`src/hw/rtl/vmtr_pkg.sv`:
```
// ----------------------------------------------------------------------------
// vmtr_pkg: shared types and constants
// Register map, identification values and the stage-1 to stage-2 bundle of
// the virtio-mmio legacy register block.
// ----------------------------------------------------------------------------
package vmtr_pkg;

  typedef enum logic [1:0] {
    FUNC_READ  = 2'd0,
    FUNC_WRITE = 2'd1,
    FUNC_DONE  = 2'd2,
    FUNC_RSVD  = 2'd3
  } func_e;

  // Read-side offsets
  localparam logic [8:0] OFF_MAGIC     = 9'h000;
  localparam logic [8:0] OFF_VERSION   = 9'h004;
  localparam logic [8:0] OFF_DEVICE_ID = 9'h008;
  localparam logic [8:0] OFF_VENDOR_ID = 9'h00C;
  localparam logic [8:0] OFF_FEATURES  = 9'h010;
  localparam logic [8:0] OFF_QUEUE_MAX = 9'h034;
  localparam logic [8:0] OFF_ISR       = 9'h060;
  // Write-side offsets
  localparam logic [8:0] OFF_PAGE_SIZE = 9'h028;
  localparam logic [8:0] OFF_QSIZE     = 9'h038;
  localparam logic [8:0] OFF_ALIGN     = 9'h03C;
  localparam logic [8:0] OFF_FRAME     = 9'h040;
  localparam logic [8:0] OFF_NOTIFY    = 9'h050;
  localparam logic [8:0] OFF_ACK       = 9'h064;
  // Both sides
  localparam logic [8:0] OFF_STATUS    = 9'h070;

  localparam logic [8:0] CFG_BEGIN = 9'h100;
  localparam logic [9:0] CFG_END   = 10'h108;

  localparam logic [31:0] MAGIC_VALUE   = 32'h7472_6976;
  localparam logic [31:0] VERSION_VALUE = 32'd1;
  localparam logic [31:0] DEVICE_ID     = 32'd2;
  localparam logic [31:0] VENDOR_VALUE  = 32'h554D_4551;
  localparam logic [31:0] QUEUE_MAX     = 32'd256;
  localparam logic [31:0] DEFAULT_ALIGN = 32'd4096;

  localparam int unsigned QSUM_W = 38;

  // Everything stage 2 needs to place the rings, plus the result fields
  typedef struct packed {
    logic [63:0]       base;
    logic [35:0]       dlen;
    logic [QSUM_W-1:0] qsum;
    logic [63:0]       amask;
    logic              recomp;
    logic [31:0]       rdata;
    logic              kick;
    logic              irq;
    logic [31:0]       qsize;
  } stage_t;

endpackage

```
`src/hw/rtl/virtio_mmio_transport_registers.sv`:
```
// ----------------------------------------------------------------------------
// virtio_mmio_transport_registers: legacy virtio-mmio block device registers
//
// Slave stream: one request per beat. tuser carries the request kind
// (read, write, completion); tdata carries offset, write data and access
// size. Master stream: one response per request, carrying read data, the
// kick flag, the three ring addresses, queue size and the interrupt line.
// Configuration: cfg_we_i loads the 64-bit disk capacity (in sectors) that
// is read back through config space at 0x100..0x107.
//
// Stage 1 registers an accepted request and stage 2 its response for the
// master side. Throughput: one request per cycle while responses are taken;
// stage 1 does the register update and the 32x32 base multiply, stage 2 the
// ring address adds. Stall: if the master side is held off, the response
// stays put, stage 1 may still fill, then tready drops until the response is taken.
// Reset: all registers and ring addresses clear to zero, capacity too,
// and both stages empty.
// ----------------------------------------------------------------------------
module virtio_mmio_transport_registers (
  input  logic         clk_i,
  input  logic         rst_ni,
  // capacity register
  input  logic         cfg_we_i,
  input  logic [63:0]  cfg_wdata_i,
  // request channel
  input  logic         s_axis_tvalid,
  output logic         s_axis_tready,
  input  logic [47:0]  s_axis_tdata,  // offset[8:0], wdata[40:9], access_size[43:41]
  input  logic [1:0]   s_axis_tuser,  // func[1:0]
  // response channel
  output logic         m_axis_tvalid,
  input  logic         m_axis_tready,
  // rdata[31:0], kick[32], desc_ring_addr[96:33], avail_ring_addr[160:97],
  // used_ring_addr[224:161], queue_size[256:225], irq_pending[257]
  output logic [263:0] m_axis_tdata
);
  import vmtr_pkg::*;

  logic   p1_v_q, out_v_q;
  logic   en_out, adv, accept;
  stage_t stage;

  logic [31:0] rdata_q, qsize_q;
  logic        kick_q, irq_q;
  logic [63:0] desc, avail, used;

  // Pipeline control: response register frees up, stage 1 drains into it
  assign en_out        = !out_v_q || m_axis_tready;
  assign adv           = p1_v_q && en_out;
  assign s_axis_tready = !p1_v_q || en_out;
  assign accept        = s_axis_tvalid && s_axis_tready;

  vmtr_regs u_regs (
    .clk_i         (clk_i),
    .rst_ni        (rst_ni),
    .cfg_we_i      (cfg_we_i),
    .cfg_wdata_i   (cfg_wdata_i),
    .accept_i      (accept),
    .func_i        (s_axis_tuser),
    .offset_i      (s_axis_tdata[8:0]),
    .wdata_i       (s_axis_tdata[40:9]),
    .access_size_i (s_axis_tdata[43:41]),
    .stage_o       (stage)
  );

  // Ring address registers are also the response payload for the addresses
  vmtr_rings u_rings (
    .clk_i   (clk_i),
    .rst_ni  (rst_ni),
    .adv_i   (adv),
    .stage_i (stage),
    .desc_o  (desc),
    .avail_o (avail),
    .used_o  (used)
  );

  always_ff @(posedge clk_i or negedge rst_ni) begin
    if (!rst_ni) begin
      p1_v_q  <= 1'b0;
      out_v_q <= 1'b0;
    end else begin
      if (accept) begin
        p1_v_q <= 1'b1;
      end else if (adv) begin
        p1_v_q <= 1'b0;
      end
      if (adv) begin
        out_v_q <= 1'b1;
      end else if (m_axis_tready) begin
        out_v_q <= 1'b0;
      end
    end
  end

  always_ff @(posedge clk_i) begin
    if (adv) begin
      rdata_q <= stage.rdata;
      kick_q  <= stage.kick;
      qsize_q <= stage.qsize;
      irq_q   <= stage.irq;
    end
  end

  assign m_axis_tvalid = out_v_q;
  assign m_axis_tdata  = {6'b0, irq_q, qsize_q, used, avail, desc, kick_q, rdata_q};

  a_ready_only_on_stall: assert property (@(posedge clk_i) disable iff (!rst_ni)
    !s_axis_tready |-> (m_axis_tvalid && !m_axis_tready && p1_v_q))
    else $error("request side blocked without a stalled response");

  a_kick_no_rdata: assert property (@(posedge clk_i) disable iff (!rst_ni)
    (m_axis_tvalid && kick_q) |-> (rdata_q == 32'd0))
    else $error("kick response carries read data");

  a_out_follows_adv: assert property (@(posedge clk_i) disable iff (!rst_ni)
    adv |=> m_axis_tvalid)
    else $error("advanced request did not reach the response register");

endmodule

```
`src/hw/rtl/vmtr_regs.sv`:
```
// ----------------------------------------------------------------------------
// vmtr_regs: register file and read path
// Applies one bus request to the 32-bit registers, builds read data and the
// ring base product, and registers the bundle for the ring stage.
// ----------------------------------------------------------------------------
module vmtr_regs (
  input  logic                  clk_i,
  input  logic                  rst_ni,
  input  logic                  cfg_we_i,
  input  logic [63:0]           cfg_wdata_i,
  input  logic                  accept_i,
  input  logic [1:0]            func_i,
  input  logic [8:0]            offset_i,
  input  logic [31:0]           wdata_i,
  input  logic [2:0]            access_size_i,
  output vmtr_pkg::stage_t      stage_o
);
  import vmtr_pkg::*;

  logic [63:0] cap_q;
  logic [31:0] page_q, page_d, qsize_q, qsize_d, align_q, align_d;
  logic [31:0] frame_q, frame_d, status_q, status_d, isr_q, isr_d;
  stage_t      stage_q, stage_d;

  func_e       func;
  logic        is_wr, wr_page, wr_qsize, wr_align, wr_frame;
  logic [2:0]  size_c;
  logic        in_cfg;
  logic [63:0] cap_sh;
  logic [31:0] cfg_rd, rd;

  always_comb begin
    func     = func_e'(func_i);
    is_wr    = (func == FUNC_WRITE);
    wr_page  = is_wr && (offset_i == OFF_PAGE_SIZE);
    wr_qsize = is_wr && (offset_i == OFF_QSIZE);
    wr_align = is_wr && (offset_i == OFF_ALIGN);
    wr_frame = is_wr && (offset_i == OFF_FRAME);

    page_d   = wr_page  ? wdata_i : page_q;
    qsize_d  = wr_qsize ? wdata_i : qsize_q;
    frame_d  = wr_frame ? wdata_i : frame_q;
    align_d  = align_q;
    if (wr_align) begin
      align_d = (wdata_i == 32'd0) ? DEFAULT_ALIGN : wdata_i;
    end
    status_d = (is_wr && offset_i == OFF_STATUS) ? wdata_i : status_q;

    case (func)
      FUNC_WRITE: isr_d = (offset_i == OFF_ACK) ? (isr_q & ~wdata_i) : isr_q;
      FUNC_DONE:  isr_d = isr_q | 32'd1;
      default:    isr_d = isr_q;
    endcase
  end

  // Config space: little-endian capacity bytes, sizes above four clamp to four
  always_comb begin
    size_c = (access_size_i > 3'd4) ? 3'd4 : access_size_i;
    in_cfg = (offset_i >= CFG_BEGIN) &&
             (({1'b0, offset_i} + {7'b0, size_c}) <= CFG_END);
    cap_sh = cap_q >> {offset_i[2:0], 3'b000};
    cfg_rd = '0;
    for (int k = 0; k < 4; k++) begin
      if (3'(k) < size_c) begin
        cfg_rd[8*k +: 8] = cap_sh[8*k +: 8];
      end
    end
    if (!in_cfg) begin
      cfg_rd = '0;
    end
  end

  always_comb begin
    case (offset_i)
      OFF_MAGIC:     rd = MAGIC_VALUE;
      OFF_VERSION:   rd = VERSION_VALUE;
      OFF_DEVICE_ID: rd = DEVICE_ID;
      OFF_VENDOR_ID: rd = VENDOR_VALUE;
      OFF_FEATURES:  rd = '0;
      OFF_QUEUE_MAX: rd = QUEUE_MAX;
      OFF_ISR:       rd = isr_q;
      OFF_STATUS:    rd = status_q;
      default:       rd = cfg_rd;
    endcase
  end

  always_comb begin
    stage_d.base   = {32'b0, page_d} * {32'b0, frame_d};
    stage_d.dlen   = {qsize_d, 4'b0000};
    stage_d.qsum   = QSUM_W'(stage_d.dlen) + QSUM_W'({qsize_d, 1'b0}) + QSUM_W'(6);
    // Alignment left at zero from reset gives an all-ones mask
    stage_d.amask  = (align_d == 32'd0) ? '1 : {32'b0, align_d - 32'd1};
    stage_d.recomp = (wr_page || wr_qsize || wr_align || wr_frame) &&
                     (qsize_d != 32'd0) && (page_d != 32'd0);
    stage_d.rdata  = (func == FUNC_READ) ? rd : '0;
    stage_d.kick   = is_wr && (offset_i == OFF_NOTIFY);
    stage_d.irq    = (isr_d != 32'd0);
    stage_d.qsize  = qsize_d;
  end

  always_ff @(posedge clk_i or negedge rst_ni) begin
    if (!rst_ni) begin
      cap_q    <= '0;
      page_q   <= '0;
      qsize_q  <= '0;
      align_q  <= '0;
      frame_q  <= '0;
      status_q <= '0;
      isr_q    <= '0;
    end else begin
      if (cfg_we_i) begin
        cap_q <= cfg_wdata_i;
      end
      if (accept_i) begin
        page_q   <= page_d;
        qsize_q  <= qsize_d;
        align_q  <= align_d;
        frame_q  <= frame_d;
        status_q <= status_d;
        isr_q    <= isr_d;
      end
    end
  end

  always_ff @(posedge clk_i) begin
    if (accept_i) begin
      stage_q <= stage_d;
    end
  end

  assign stage_o = stage_q;

  a_done_sets_isr: assert property (@(posedge clk_i) disable iff (!rst_ni)
    (accept_i && func_i == FUNC_DONE) |=> isr_q[0])
    else $error("completion did not set isr bit 0");

endmodule

```
`src/hw/rtl/vmtr_rings.sv`:
```
// ----------------------------------------------------------------------------
// vmtr_rings: ring address stage
// Places descriptor, available and used rings from the registered base
// product; holds the addresses, which double as the output payload.
// ----------------------------------------------------------------------------
module vmtr_rings (
  input  logic             clk_i,
  input  logic             rst_ni,
  input  logic             adv_i,
  input  vmtr_pkg::stage_t stage_i,
  output logic [63:0]      desc_o,
  output logic [63:0]      avail_o,
  output logic [63:0]      used_o
);
  import vmtr_pkg::*;

  logic [63:0] desc_q, avail_q, used_q;
  logic [63:0] uoff;

  assign uoff = (64'(stage_i.qsum) + stage_i.amask) & ~stage_i.amask;

  always_ff @(posedge clk_i or negedge rst_ni) begin
    if (!rst_ni) begin
      desc_q  <= '0;
      avail_q <= '0;
      used_q  <= '0;
    end else if (adv_i && stage_i.recomp) begin
      desc_q  <= stage_i.base;
      avail_q <= stage_i.base + 64'(stage_i.dlen);
      used_q  <= stage_i.base + uoff;
    end
  end

  assign desc_o  = desc_q;
  assign avail_o = avail_q;
  assign used_o  = used_q;

  a_hold_addr: assert property (@(posedge clk_i) disable iff (!rst_ni)
    !adv_i |=> $stable(desc_q) && $stable(avail_q) && $stable(used_q))
    else $error("ring addresses moved without an advancing request");

endmodule

```
`config.mk`:
```
export PLATFORM = sky130hd
export DESIGN_NAME = virtio_mmio_transport_registers
export DESIGN_NICKNAME = d
export VERILOG_FILES = /design/src/hw/rtl/vmtr_pkg.sv /design/src/hw/rtl/virtio_mmio_transport_registers.sv /design/src/hw/rtl/vmtr_regs.sv /design/src/hw/rtl/vmtr_rings.sv
export SDC_FILE = /design/constraint.sdc
export NUM_CORES = 2
export LEC_CHECK = 0
export BUFFER_PORTS_ARGS = -buffer_cell sky130_fd_sc_hd__buf_2
export CAP_MARGIN = 20
export CELL_PAD_IN_SITES_DETAIL_PLACEMENT = 0
export CELL_PAD_IN_SITES_GLOBAL_PLACEMENT = 1
export CORE_ASPECT_RATIO = 1.4
export CORE_MARGIN = 4
export CORE_UTILIZATION = 42
export DETAILED_ROUTE_END_ITERATION = 8
export PLACE_DENSITY = 0.72
export SLEW_MARGIN = 15
export SYNTH_ARGS = -nofsm -noshare
export SYNTH_HDL_FRONTEND = slang
export SYNTH_SLANG_ARGS = --single-unit
export TNS_END_PERCENT = 5
```
`constraint.sdc`:
```
create_clock -name clk_i -period 9 [get_ports clk_i]
set_input_delay 1.8 -clock clk_i [delete_from_list [all_inputs] [get_ports clk_i]]
set_output_delay 1.8 -clock clk_i [all_outputs]
set_load 0.1 [all_outputs]
```
==> out/metrics.json <==
{
  "post_synth.cell_area_avg_um2": 9.62,
  "clock_sinks": 711,
  "grt_max_degree": 175,
  "grt_antenna_before_repair": 13,
  "final.hold.worst_slack_ns": 0.420,
  "most_frequent_cp_cell": "sky130_fd_sc_hd__fa_1",
  "hold_start": "u_regs.stage_o[47]",
  "finalWirelength_um": 268000,
  "crit_reg_reg_endpoint": "u_regs.stage_o[261]",
  "row_count": 179,
  "ffs_w_async_s_r_synth": 0.626,
  "violations": "setup timing",
  "finalCritPeriodShare": 1.11,
  "clock-skew-final_ns": 0.0506,
  "place_worst_setup_slack_ns": -2.10,
  "cts-htree-levels": 3,
  "dr_total_vias": 58700,
  "syn-instance-count": 7483,
  "tritoncts": "yes",
  "place_congestion": 0.985,
  "yosysWarnings": 0,
  "worst_slack_ns": -1.02,
  "clk_latency_ns": 0.71,
  "place.port_buffers": 374,
  "floorplan.core_area_um2": 170000,
  "cp.required_ns": 9.49,
  "path_clk_slew_ns": 0.07,
  "post-layout-total-power_mw": 10.6,
  "drive_gt1_frac": 0.218,
  "final_util": 0.508,
  "timing.hold.worst_endpoint": "rdata_q[13]",
  "cts_buffers": 77,
  "criticalPathCategory": "in2reg",
  "rsz0062_at_grt": "yes",
  "initial_utilization": 0.423,
  "setup-tns-final_ns": -26.30,
  "dr.first_iter.drc_count": 4168,
  "ant_nets": 0,
  "final_cells": 10700,
  "detail_route.wirelength.met1_um": 90700,
  "synth-seq-area-share": 0.266,
  "filler_cell_count": 16000,
  "timing.hold.worst.class": "reg2reg",
  "max_slew_margin": 0.312,
  "final_common_cell": "sky130_fd_sc_hd__inv_1",
  "dpl-instance-area_um2": 82000,
  "worst_margin_slew_ns": 1.03,
  "routed_via_density": 5.48,
  "ys_seq_elements": 711,
  "timing.critical_path.to_type": "flip-flop",
  "max-cap-violations": 0,
  "reg2reg_from": "u_regs.page_q[13]",
  "dominantRegCellSynth": "sky130_fd_sc_hd__dfrtp_1",
  "static_power_due_to_leakage_nw": 40.7,
  "area_delta_synth_final_pct": 20.2,
  "area_of_the_die_um2": 178000,
  "detailroute.wirelength.met2_um": 139000,
  "post-place-cells": 10500,
  "chipWidth_um": 358,
  "hold_depth": 0,
  "report.final.hold_viol_count": 0,
  "mappedNetlistArea_um2": 72000,
  "dp.final_hpwl_um": 221000,
  "die_y_um": 498,
  "setup.reg_to_reg.worst_slack_ns": 1.02,
  "synth_edf_count": 266,
  "cp_slowest_stage_delay_ns": 0.59,
  "cell_area_power_density_nw_per_um2": 122,
  "worst_case_vdd_ir_drop_mv": 0.178,
  "worstPathArrival_ns": 10.52,
  "drc_errors": 0,
  "finalNetCount": 9835,
  "first_global_vias": 62900,
  "achievable-frequency_mhz": 99.8,
  "run_status": "finished with violations",
  "cp-start-kind": "input pin",
  "post-route-cell-area_um2": 86500,
  "route.detailed.wl_per_inst_um": 25.0,
  "topRoutingLayerUsed": "met5",
  "crit_slowest_cell": "sky130_fd_sc_hd__fa_2",
  "globalRouteOverflowTotal": 0,
  "post_synth_num_cell_types": 90,
  "total_length_of_routed_met3_wires_um": 12500,
  "first_pass_grt_wire_length_um": 397000,
  "timing.reg2reg.worst_path_depth": 29,
  "timing.critical_path.fanout_max": 6,
  "buffer_depth_of_the_longest_clock_path": 3,
  "grt.total_usage": 0.302,
  "setup_violating_endpoint_count_in_the_final_report": 44,
  "final_cell_mix": "sky130_fd_sc_hd__inv_1, sky130_fd_sc_hd__nand2_1, sky130_fd_sc_hd__fa_1, sky130_fd_sc_hd__nor2_1, sky130_fd_sc_hd__buf_4",
  "drt_pre_antenna_iters": 5,
  "cts-root-buf": "sky130_fd_sc_hd__clkbuf_16",
  "drv_slew": 0,
  "pin_count": 385,
  "fin_crit_ns": 10.02
}
worst max path at each step:
stage                    startpoint             endpoint  cells past startpoint
floorplan           s_axis_tdata[0]  u_regs.stage_o[267]                     36
global placement    s_axis_tdata[1]  u_regs.stage_o[253]                     34
detailed placement  s_axis_tdata[1]  u_regs.stage_o[267]                     33
CTS                 s_axis_tdata[2]  u_regs.stage_o[267]                     36
global route        s_axis_tdata[0]  u_regs.stage_o[267]                     36
finish              s_axis_tdata[0]  u_regs.stage_o[261]                     38
registers in the layout, summed over array words and instances (netlist names):
signal           cells
u_regs.stage_o     200
u_regs.cap_q        64
u_rings.used_o      64
u_rings.avail_o     63
u_rings.desc_o      60
qsize_q             32
rdata_q             32
u_regs.align_q      32
u_regs.frame_q      32
u_regs.isr_q        32
u_regs.page_q       32
u_regs.qsize_q      32
u_regs.status_q     32
irq_q                1
kick_q               1
m_axis_tvalid        1
p1_v_q               1
kinds of logic (layout without fill, tap and decap cells):
family	count (synthesis)	count (layout)	synth area share
compound gates	1164	1164	0.0992
xor+xnor	302	302	0.0367
fa+ha+maj	1332	1332	0.325
buf+inv	1361	2301	0.0719
flops	711	711	0.266
mux	484	484	0.0741
other cells	1	35	0.0000521
simple gates	2128	2128	0.127
final cells by class:
type,count,area [um2],share of cell area
Antenna cell,8,20.0,0.000231
Clock buffer,93,2120,0.0245
Clock inverter,51,487,0.00563
Inverter,962,3620,0.0418
Multi-Input combinational cell,5437,49000,0.567
Sequential cell,711,19100,0.221
Tap cell,2262,2830,0.0327
Timing Repair Buffer,1195,9280,0.107
synth_stat cells (8+ instances only):
cell                       instances  area (um2)
sky130_fd_sc_hd__mux2i_1         201        2010
sky130_fd_sc_hd__inv_1           960        3600
sky130_fd_sc_hd__o21bai_1         30         225
sky130_fd_sc_hd__nand4_1          70         438
sky130_fd_sc_hd__o21a_1           65         488
sky130_fd_sc_hd__buf_4            13        97.6
sky130_fd_sc_hd__o31ai_1          20         150
sky130_fd_sc_hd__mux4_2           12         270
sky130_fd_sc_hd__nand2b_1         36         225
sky130_fd_sc_hd__clkbuf_1        358        1340
sky130_fd_sc_hd__mux2_2          270        3040
sky130_fd_sc_hd__nor3_1           63         315
sky130_fd_sc_hd__o221ai_1         13         114
sky130_fd_sc_hd__ha_1            431        5390
sky130_fd_sc_hd__a41oi_1           9        78.8
sky130_fd_sc_hd__a21boi_0         37         278
sky130_fd_sc_hd__and4_1           11        96.3
sky130_fd_sc_hd__a21oi_1         260        1300
sky130_fd_sc_hd__buf_2            14        70.1
sky130_fd_sc_hd__buf_1            14        52.6
sky130_fd_sc_hd__xnor2_1         176        1540
sky130_fd_sc_hd__nand2_1         885        3320
sky130_fd_sc_hd__edfxtp_1        266        7990
sky130_fd_sc_hd__o211ai_1         17         128
sky130_fd_sc_hd__fa_1            901       18000
sky130_fd_sc_hd__a21o_1          119         893
sky130_fd_sc_hd__nor2b_1          34         213
sky130_fd_sc_hd__and2_1           40         250
sky130_fd_sc_hd__or2_2            10        62.6
sky130_fd_sc_hd__nor4_1           32         200
sky130_fd_sc_hd__and3_1           42         263
sky130_fd_sc_hd__dfrtp_1         445       11100
sky130_fd_sc_hd__or3_1            21         131
sky130_fd_sc_hd__o21ai_0         426        2130
sky130_fd_sc_hd__nor2_1          779        2920
sky130_fd_sc_hd__a211o_1           8        70.1
sky130_fd_sc_hd__a31oi_1          30         188
sky130_fd_sc_hd__o22ai_1          14        87.6
sky130_fd_sc_hd__xor2_1          126        1100
sky130_fd_sc_hd__a211oi_1         29         218
sky130_fd_sc_hd__nand3_1          63         315
where the power goes:
group / internal (mW) / switching (mW)
Sequential: 3.68 / 0.236
Combinational: 0.721 / 2.61
Clock: 1.83 / 1.49
per-layer routing:
layer  up-vias  track usage
li1      26300            -
met1     29800        0.314
met2      1887        0.549
met3       811       0.0374
met4         2        0.233
met5         -            0
worst max-delay path, delay by kind of cell:
family	cells	cell delay (ns)
fa+ha+maj	9	4.52
xor+xnor	1	0.24
buf+inv	14	1.40
simple gates	7	1.47
compound gates	6	0.85
mux	1	0.21
what timing repair did:
| item | in CTS | in global routing |
|---|---|---|
| hold endpoints to repair | 0 | 0 |
| resized for setup | 145 | 96 |
| pin swaps | 78 | 70 |
| gates cloned | 5 | 1 |
| buffers inserted | 52 | 22 |
| setup endpoints to repair | 49 | 48 |
| hold buffers | 0 | 0 |
(Power assumes the default switching activity.)
